<file path="config.mk">
export PLATFORM = sky130hd
export DESIGN_NAME = ast_cell
export DESIGN_NICKNAME = d
export VERILOG_FILES = /design/src/rtl/ast_pkg.sv /design/src/rtl/ast_cell.sv
export SDC_FILE = /design/constraint.sdc
export NUM_CORES = 1
export LEC_CHECK = 0
export ABC_CLOCK_PERIOD_IN_PS = 5950
export BUFFER_PORTS_ARGS = -buffer_cell sky130_fd_sc_hd__buf_2
export CORE_MARGIN = 2
export CORE_UTILIZATION = 45
export DETAILED_ROUTE_END_ITERATION = 12
export PLACE_DENSITY = 0.81
export SYNTH_ARGS = -nofsm -noshare
export SYNTH_HDL_FRONTEND = slang
export SYNTH_SLANG_ARGS = --single-unit
export TNS_END_PERCENT = 30
</file>
<file path="constraint.sdc">
create_clock -name clk -period 5.95 [get_ports clk]
set_clock_uncertainty 0.2 [all_clocks]
set_input_delay 0.595 -clock clk [delete_from_list [all_inputs] [get_ports clk]]
set_output_delay 0.595 -clock clk [all_outputs]
set_load 0.02 [all_outputs]
</file>
<file path="src/rtl/ast_pkg.sv">
package ast_pkg;

    typedef enum logic [1:0] {
        ACT_INSERT = 2'd0,
        ACT_ERASE  = 2'd1,
        ACT_FIND   = 2'd2,
        ACT_CLEAR  = 2'd3
    } act_t;

    // Control part of the token that walks down the cell chain
    typedef struct packed {
        logic valid;
        act_t action;
        logic found;
    } tok_ctl_t;

endpackage

</file>
<file path="src/rtl/ast_cell.sv">
module ast_cell #(
    parameter int IDX    = 0,
    parameter int CNT_W  = 7,
    parameter int ELEM_W = 32
) (
    input  logic               clk,
    input  logic               rst_n,
    input  logic [CNT_W-1:0]   count,
    input  ast_pkg::tok_ctl_t  tok_in,
    input  logic [ELEM_W-1:0]  val_in,
    input  logic [ELEM_W-1:0]  nbr_entry,
    output ast_pkg::tok_ctl_t  tok_out,
    output logic [ELEM_W-1:0]  val_out,
    output logic [ELEM_W-1:0]  entry
);
    import ast_pkg::*;

    logic [ELEM_W-1:0] entry_reg, entry_next;
    tok_ctl_t          tok_reg, tok_next;
    logic [ELEM_W-1:0] val_reg;
    logic              live, slot, match, found_now;

    assign live      = CNT_W'(IDX) < count;
    assign slot      = CNT_W'(IDX) == count;
    assign match     = tok_in.valid && live && (entry_reg == val_in);
    assign found_now = tok_in.found || match;

    always_comb
    begin
        entry_next = entry_reg;
        if (tok_in.valid)
        begin
            // erase: this entry and every later live one pull from the neighbor
            if (tok_in.action == ACT_ERASE && live && found_now)
                entry_next = nbr_entry;
            // insert: first free slot; found is final once past the live cells
            if (tok_in.action == ACT_INSERT && slot && !tok_in.found)
                entry_next = val_in;
        end
        tok_next       = tok_in;
        tok_next.found = found_now;
    end

    always_ff @(posedge clk or negedge rst_n)
    begin
        if (!rst_n)
        begin
            tok_reg <= '0;
        end
        else
        begin
            tok_reg <= tok_next;
        end
    end

    always_ff @(posedge clk)
    begin
        entry_reg <= entry_next;
        val_reg   <= val_in;
    end

    assign tok_out = tok_reg;
    assign val_out = val_reg;
    assign entry   = entry_reg;

endmodule
</file>
==> flow_summary.json <==
{
  "postCtsSetupBuffers": 0,
  "slowest_delay_ns": 0.82,
  "drv_slew": 0,
  "start_util_pct": 45.8,
  "cts_tree": "done",
  "synth_edf_count": 32,
  "cts.reportedPaths.clkPinSlew_ns": 0.08,
  "die_w_um": 80.9,
  "period_share_pct": 49.6,
  "p_switching_uw": 245,
  "seq_area_um2": 1700,
  "max_cap_violations": 0,
  "status": "finished, final reports clean",
  "core_area_um2": 5820,
  "clk_path_buf_depth": 2,
  "num_rows": 28,
  "drc": 0,
  "ioPinCount": 145,
  "grt_max_degree": 33,
  "cts_root_buf": "clkbuf_8",
  "rsz0062_at_grt": "false",
  "endpoint_kind": "register",
  "multi_input_area_um2": 892,
  "clock_sinks": 68,
  "max_freq_mhz": 339,
  "reg2reg_depth": 5,
  "combinationalPowerShare_pct": 11.7,
  "antenna_found_initial": 1,
  "avgSynthCellArea_um2": 16.8,
  "whs_ns": 0.190,
  "worstPathArrival_ns": 2.71,
  "seq_area_frac_synth_pct": 63.9,
  "fin_nets": 388,
  "critPathMaxFanout": 32,
  "fin_tns_setup_ns": 0,
  "post_cts_resized": 0,
  "relSlewSlack_pct": 30.3,
  "rr_startpoint": "entry[18]",
  "grt_use_total_pct": 18.3,
  "syn-num-nets": 236,
  "tightest_slew_ns": 1.05,
  "holdPathEnd": "val_out[7]",
  "async_reset_ff_share_pct": 5.88,
  "layout.cells.most_common": "buf_2",
  "vias_per_cell": 4.64,
  "powerDensity_nw_per_um2": 274,
  "min_period_ns": 2.95,
  "final.fill_count": 507,
  "internal_power_uw": 742,
  "setup_viol": 0,
  "ys_types": 21,
  "vias": 1816,
  "syn_area_um2": 2660,
  "globalplace.congestion": 0.799,
  "cts_buffers": 9,
  "diodes": 0,
  "crit_chain": "xor2_1 > nor4_1 > nand4_1 > nor4_1 > a31o_2",
  "switching_share_pct": 24.8,
  "first_pass_iters": 4,
  "port_buffers": 144,
  "grt_pass1_vias": 1757,
  "mostFrequentLayoutCells": "buf_2, edfxtp_1, dfxtp_1, mux2_4, xor2_1",
  "seqPwrFrac_pct": 52.4,
  "grt_overflow": 0,
  "drive_gt1_share_pct": 61.4,
  "power_frac_clock_pct": 35.9,
  "worst_setup_path_start_kind": "register",
  "min_path_cells": 1,
  "r2r-end": "entry[25]",
  "ff2ff_setup_slack_ns": 3.00,
  "yosys_most_used_dff": "edfxtp_1",
  "clk_latency_ns": 0.34,
  "chipHeight_um": 80.9,
  "ir_drop_uv": 166,
  "dp.final_hpwl_mm": 4.27,
  "area_growth_pct": 35.4,
  "htreeDepth": 3,
  "ys_ff_latch": 68,
  "grt_pass1_wl_mm": 8.56,
  "wl_per_cell_um": 14.7,
  "p_leak_uw": 0.00171,
  "min_from": "val_in[7]",
  "path_class": "reg2reg",
  "finalWirelength_mm": 5.77,
  "hold_viol_final": 0,
  "cp_slowest_cell": "a31o_2",
  "yosysWarnings": 0,
  "dieArea_um2": 6550,
  "drt_iter0_markers": 36,
  "hold_path_class": "in2reg",
  "synthCells": 159,
  "worstPathRequired_ns": 5.71,
  "postRouteAntennaNets": 0,
  "critPathMostFrequentCell": "nor4_1"
}
## cell usage after synthesis (2+ instances only)
cell | instances | share of area, %
nand3_1 | 2 | 0.38
nand2_1 | 2 | 0.28
nor4_1 | 7 | 1.6
xnor2_1 | 13 | 4.3
nand4_1 | 4 | 0.94
xor2_1 | 19 | 6.2
edfxtp_1 | 32 | 36
dfxtp_1 | 32 | 24
mux2_4 | 30 | 17
mux2_2 | 2 | 0.85
dfrtp_1 | 4 | 3.8
buf_12 | 3 | 2.3
## power by group through the flow
| stage | Sequential, µW | Combinational [µW] | Clock, µW |
|---|---|---|---|
| detailed placement | 528 | 116 | 0 |
| CTS | 518 | 117 | 363 |
| global placement | 527 | 113 | 0 |
| finish | 517 | 115 | 355 |
| global route | 519 | 125 | 383 |
| floorplan | 554 | 32.7 | 0 |
## critical path, delay by kind of cell (launching register included)
| family | cells | cell delay, ns |
|---|---|---|
| AOI/OAI and AO/OA | 1 | 0.82 |
| xor gates and xnor gates | 1 | 0.16 |
| DFF | 1 | 0.41 |
| and+or+nand+nor | 3 | 0.97 |
## stage by stage
stage	utilization (%)	instance area [µm²]	total power (µW)	setup slack, ns	std cells
floorplan	-	2660	586	3.35	159
global placement	58.6	3410	640	2.69	374
detailed placement	58.6	3410	644	2.64	374
CTS	62.0	3610	997	2.93	391
global route	62.0	3610	1030	2.85	391
finish	62.0	3610	987	3.00	391
## per-layer routing
metal / track usage (%) / wire [µm]
met3: 4.67 / 435
met1: 19.6 / 2250
met5: 0 / 10
met4: 10.7 / 138
met2: 32.6 / 2930
## layout make-up
class / instances / share of cell area (%)
clock buffers: 11 / 4.23
clock inverters: 5 / 0.972
multi-input cells: 87 / 24.7
flip-flops and latches: 68 / 47.2
well taps: 75 / 2.60
repair buffers: 145 / 20.3
## kinds of logic (layout without fill, tap and decap cells)
family	after synthesis	after routing	share of synthesized area (%)
muxes	32	32	17.8
AOI/OAI and AO/OA	3	3	0.798
DFF	68	68	63.9
xor gates and xnor gates	32	32	10.5
and+or+nand+nor	20	20	4.37
buffers and inverters	4	161	2.68
## worst max path at each step
stage | from | endpoint | cells after the start
floorplan | count[4] | entry[0] | 5
detailed placement | val_in[5] | entry[8] | 6
CTS | entry[18] | entry[25] | 5
global placement | val_in[5] | entry[2] | 6
global route | entry[18] | entry[25] | 5
finish | entry[18] | entry[25] | 5
## repair_timing
action / 4_1_cts / 5_1_grt
hold endpoints to repair: 4 / 0
hold buffers: 1 / 0
endpoints found under the setup margin: 0 / 0
(Power assumes the default switching activity.)
